===== config.mk =====
export PLATFORM = sky130hd
export DESIGN_NAME = fbpa_ctrl
export DESIGN_NICKNAME = d
export VERILOG_FILES = /design/src/rtl/fbpa_pkg.sv /design/src/rtl/fbpa_ctrl.sv
export SDC_FILE = /design/constraint.sdc
export NUM_CORES = 1
export LEC_CHECK = 0
export ABC_AREA = 1
export BUFFER_PORTS_ARGS = -buffer_cell sky130_fd_sc_hd__buf_2
export CELL_PAD_IN_SITES_DETAIL_PLACEMENT = 1
export CELL_PAD_IN_SITES_GLOBAL_PLACEMENT = 1
export CORE_UTILIZATION = 30
export DETAILED_ROUTE_END_ITERATION = 7
export GPL_ROUTABILITY_DRIVEN = 0
export HOLD_SLACK_MARGIN = 0.15
export PLACE_DENSITY = 0.69
export SETUP_SLACK_MARGIN = 0.15
export SLEW_MARGIN = 10
export SYNTH_ARGS = -nofsm -noshare
export SYNTH_HDL_FRONTEND = slang
export SYNTH_SLANG_ARGS = --single-unit

===== constraint.sdc =====
create_clock -name clk -period 1.6 [get_ports clk]
set_clock_uncertainty 0.15 [all_clocks]
set_input_delay 0.24 -clock clk [delete_from_list [all_inputs] [get_ports clk]]
set_output_delay 0.24 -clock clk [all_outputs]
set_load 0.01 [all_outputs]

===== src/rtl/fbpa_pkg.sv =====
// shared types, codes and constants of the fixed block pool allocator
package fbpa_pkg;

  localparam int MAX_BLOCKS_DEF = 1024;

  localparam int BASE_W   = 32;
  localparam int ALIGN_W  = 8;
  localparam int SIZE_W   = 16;
  localparam int POOL_W   = 24;
  localparam int IDX_W    = 10;
  localparam int LIVE_W   = 11;
  localparam int USAGE_W  = 32;
  localparam int CFG_IDX_W  = 2;
  localparam int CFG_DATA_W = 32;

  localparam logic [BASE_W-1:0]  BASE_RST  = '0;
  localparam logic [ALIGN_W-1:0] ALIGN_RST = 8'd8;
  localparam logic [SIZE_W-1:0]  SIZE_RST  = 16'd64;
  localparam logic [POOL_W-1:0]  POOL_RST  = 24'd65536;

  typedef enum logic [1:0] {
    REQ_ALLOC = 2'd0,
    REQ_FREE  = 2'd1,
    REQ_CLEAR = 2'd2,
    REQ_NOP   = 2'd3
  } req_type_t;

  typedef enum logic [1:0] {
    STAT_OK    = 2'd0,
    STAT_EMPTY = 2'd1,
    STAT_RANGE = 2'd2
  } rsp_status_t;

  typedef enum logic [CFG_IDX_W-1:0] {
    CFG_BASE  = 2'd0,
    CFG_ALIGN = 2'd1,
    CFG_SIZE  = 2'd2,
    CFG_POOL  = 2'd3
  } cfg_reg_t;

  // controller to datapath
  typedef struct packed {
    logic take;        // request transfer, latch and launch link access
    logic exec;        // apply alloc/free and load the response
    logic div_start;   // start block count division
    logic sweep;       // write one link entry of the rebuild
    logic clear_done;  // respond at the end of the rebuild
  } fbpa_cmd_t;

  // datapath to controller
  typedef struct packed {
    logic div_done;
    logic sweep_last;
    logic rsp_free;
  } fbpa_flags_t;

endpackage


===== src/rtl/fbpa_ctrl.sv =====
// sequencing state machine of the allocator
module fbpa_ctrl (
  input  logic                  clk,
  input  logic                  rst,
  input  logic                  req_valid,
  input  logic [1:0]            req_type,
  output logic                  req_ready,
  input  fbpa_pkg::fbpa_flags_t flags,
  output fbpa_pkg::fbpa_cmd_t   cmd
);

  typedef enum logic [4:0] {
    S_START = 5'b00001,
    S_DIV   = 5'b00010,
    S_SWEEP = 5'b00100,
    S_IDLE  = 5'b01000,
    S_EXEC  = 5'b10000
  } state_t;

  state_t state, state_next;
  logic   clear_pend, clear_pend_next;
  logic   xfer;

  assign req_ready = (state == S_IDLE) && flags.rsp_free;
  assign xfer      = req_valid && req_ready;

  always_comb begin
    state_next      = state;
    clear_pend_next = clear_pend;
    cmd             = '0;
    unique case (state)
      S_START: begin
        cmd.div_start = 1'b1;
        state_next    = S_DIV;
      end
      S_DIV: begin
        if (flags.div_done) begin
          state_next = S_SWEEP;
        end
      end
      S_SWEEP: begin
        cmd.sweep = 1'b1;
        if (flags.sweep_last) begin
          cmd.clear_done  = clear_pend;
          clear_pend_next = 1'b0;
          state_next      = S_IDLE;
        end
      end
      S_IDLE: begin
        if (xfer) begin
          cmd.take = 1'b1;
          if (fbpa_pkg::req_type_t'(req_type) == fbpa_pkg::REQ_CLEAR) begin
            clear_pend_next = 1'b1;
            state_next      = S_START;
          end else begin
            state_next = S_EXEC;
          end
        end
      end
      S_EXEC: begin
        cmd.exec   = 1'b1;
        state_next = S_IDLE;
      end
      default: begin
        state_next = S_START;
      end
    endcase
  end

  always_ff @(posedge clk) begin
    if (rst) begin
      state      <= S_START;
      clear_pend <= 1'b0;
    end else begin
      state      <= state_next;
      clear_pend <= clear_pend_next;
    end
  end

endmodule


=== Yosys cells after proc, flatten, opt, wreduce, memory -nomap -nowiden ===
Index checks and enable logic that the tools add are counted.

* Equality and inequality tests: 10
* Multiplexer cells: 15
* Reduce and logical (&&, ||, !) cells: 5

{| class="wikitable"
|+ Operators by type and width
! cell !! number
|-
| one-hot mux 5 bit (5 select lines) || 1
|-
| two-way mux 5 bit || 4
|-
| two-way mux 1 bit || 8
|-
| inequality test 2 bit (second input constant) || 3
|-
| == test 5 x 1 -> 1 bit (second input constant) || 1
|-
| == test 5 x 2 -> 1 bit (second input constant) || 1
|-
| == test 5 x 3 -> 1 bit (second input constant) || 1
|-
| == test 5 x 4 -> 1 bit (second input constant) || 1
|-
| == test 5 bit (second input constant) || 1
|-
| AND reduction 4 bit || 1
|-
| AND reduction 3 bit || 1
|-
| == test 2 bit (second input constant) || 1
|-
| logical AND 1 bit || 2
|-
| two-way mux 2 bit || 1
|-
| inequality test 2 x 1 -> 1 bit (second input constant) || 1
|-
| one-hot mux 1 bit (2 select lines) || 1
|-
| nonzero test 2 bit || 1
|}

* Bits in registers: 6
* Input bits: 8
* Output and inout port bits: 6
* Logic and storage cells: 32

=== Logic depth before layout (Yosys ltp) ===
* Word-level depth: 5
* Gate-level depth with buffers: 8
* Gate-level depth less buffers: 8

=== Worst setup path before layout ===
No wires, ideal clock.

* Path type: flip-flop to output port
* Start point: register state[3]
* End point: output port cmd[4] (netlist name)
* Data arrival time: 883 ps
* Required time: 1210 ps
* Path slack: 327 ps
* Stages on the path, launching flop included: 5
* Buffers on the path: 0
* Cell sequence: dfxtp_1 inv_1 nor2_1 nand3_2 nor3_1

{| class="wikitable"
|+ RTL lines
! element !! RTL line !! source
|-
| start: declaration || fbpa_ctrl.sv:20 || <nowiki>state_t state, state_next;</nowiki>
|-
| start signal: assignment || fbpa_ctrl.sv:75 || <nowiki>state <= state_next;</nowiki>
|-
| end: declaration || fbpa_ctrl.sv:9 || <nowiki>output fbpa_pkg::fbpa_cmd_t cmd</nowiki>
|}

==> flow_summary.json <==
{
  "maxCapViolations": 0,
  "synth_xor_area_share_pct": 0,
  "antenna_found_initial": 0,
  "fin_crit_sh_pct": 95.88,
  "rows": 12,
  "grt_overflow_total": 0,
  "power_density_nw_per_um2": 793.2,
  "n_antenna_cell": 0,
  "slew_headroom_pct": 83.86,
  "yosys.cell_count.top_type": "inv_1",
  "cp_data_arrival_time_ps": 1140,
  "grt_util_all_layers_pct": 17.27,
  "synthAdderAreaFrac_pct": 0,
  "end_kind": "output port",
  "ys_seq_elements": 6,
  "clk_path_buf_depth": 2,
  "synthMuxAreaShare_pct": 0,
  "dpl-instance-area_um2": 481.7,
  "drc": 0,
  "wl_met1_um": 592,
  "hpwl_um": 894.5,
  "tightest_slew_ps": 241.3,
  "clock_sinks": 6,
  "ys_seq_area_share_pct": 30.09,
  "dieWidth_um": 38.48,
  "wl_um": 1316,
  "dieArea_um2": 1480,
  "ys_async_sr_fraction_pct": 0,
  "syn_inst": 65,
  "fin_setup_tns_ps": 0,
  "drt_iter0_drc": 10,
  "port_buffers": 13,
  "wl_per_cell_um": 12.65,
  "max_freq_mhz": 651.8,
  "timing.hold.ws_ps": 150.5,
  "num_vias": 509,
  "yosys_most_used_dff": "dfxtp_1",
  "crit_fanout": 5,
  "drv_slew": 0,
  "drt-pass1-iter-count": 4,
  "required_ps": 1210,
  "path_clk_slew_ps": 40,
  "grt_pass1_vias": 427,
  "hp-class": "primary input to flop",
  "fin_nets": 100,
  "synthSimpleGateAreaFrac_pct": 44.20,
  "syn_area_per_cell_um2": 6.141,
  "drive_gt1_share_pct": 51.11,
  "setup_slack_ps": 65.89,
  "ios": 14,
  "root_buffer": "clkbuf_4",
  "dr_wl_met3_um": 38,
  "dp_slack_ps": 236.0,
  "highest_layer": "met4",
  "yosysUniqueCellTypes": 16,
  "clk-insertion-delay-late_ps": 240,
  "synth_commonest_cells": "inv_1 (16), nand2_1 (11), nor2_1 (8), dfxtp_1 (6), nand3_1 (6)",
  "finalSetupViolations": 0,
  "path_class": "flop to output port",
  "start_kind": "flop",
  "min_period_ps": 1534,
  "synth_top_family_by_area": "simple AND/OR/NAND/NOR gates",
  "grt_max_degree": 6,
  "area_growth_pct": 55.49,
  "start_util_pct": 34.08,
  "via_per_inst": 4.894,
  "final_util_pct": 52.99,
  "wl_met2_um": 666,
  "antenna_left": 0,
  "synth_top_area_share_pct": 30.09,
  "yosys-top-cells-area": "dfxtp_1 (30%), inv_1 (15%), nand2_1 (10%)",
  "fin_cells": 104,
  "status": "complete, no violations",
  "synth_top_cell_by_area": "dfxtp_1",
  "synth_compound_area_share_pct": 10.66,
  "p_leak_nw": 0.3399,
  "synth_area_um2": 399.1,
  "cts_tree": "yes",
  "power_mw": 0.4923,
  "placedCellCount": 92,
  "grt_pass1_wl_um": 1766,
  "core-area_um2": 1171,
  "hold_viol": 0,
  "synth-warning-count": 0,
  "numCtsBuffers": 3,
  "peakVddDrop_v": 0.0003398,
  "synth_edf_count": 0,
  "rsz0062_at_grt": "yes",
  "die_y_um": 38.48,
  "syn_nets": 73,
  "cts_htree_levels": 1,
  "post-route-cell-area_um2": 620.6
}
routing by layer:
metal / vias up / track usage (%)
li1: 254 / -
met1: 241 / 20.77
met2: 12 / 31.78
met3: 2 / 1.744
met4: 0 / 5.172
met5: - / 0
layout make-up:
class	count	area (um^2)
fillers	172	550.5
multi-input cells	43	255.2
repair buffers	22	135.1
flip-flops and latches	6	130.1
inverters	16	60.06
clock buffers	3	22.52
well taps	14	17.52
cell usage in the layout, fill, tap and decap left out, drive strengths merged:
master / count
o21ai: 2
nand4: 3
dfxtp: 6
nand3: 7
nor3: 2
inv: 16
nor2: 11
clkbuf: 3
a31oi: 1
o21bai: 1
dlygate4sd3: 1
nand2: 13
a21oi: 3
buf: 21
flip-flops by register name, indices dropped and copies added (netlist names):
name and flops:
state 5, clear_pend 1
path summary, 6_finish.rpt:
check	cells past startpoint	startpoint	to	slack (ps)
max	5	state[1]	cmd[3]	70
min	4	flags[2]	state[1]	150
max reg2reg	8	state[3]	clear_pend	140
min reg2reg	2	clear_pend	clear_pend	320
power breakdown:
part	switching (mW)	internal (mW)
clock	0.0510	0.0846
sequential	0.0192	0.167
combinational	0.0941	0.0765
critical path, stage by stage (launching register included):
cell	delay, ps
dfxtp_2	330
nor2_4	170
buf_4	140
nand3_2	80
inv_1	60
buf_2	120
logic make-up after synthesis:
kind of cell,after synthesis
and+or+nand+nor,36
buffers and inverters,16
AOI/OAI and AO/OA,7
DFF,6
what timing repair did:
| item | CTS | global route |
|---|---|---|
| pin swaps | 5 | 3 |
| endpoints found under the hold margin | 5 | 0 |
| endpoints found under the setup margin | 6 | 9 |
| hold buffers | 1 | 0 |
| buffers inserted | 5 | 3 |
| resized for setup | 7 | 11 |
No activity file was read; power rests on OpenSTA's default activity.
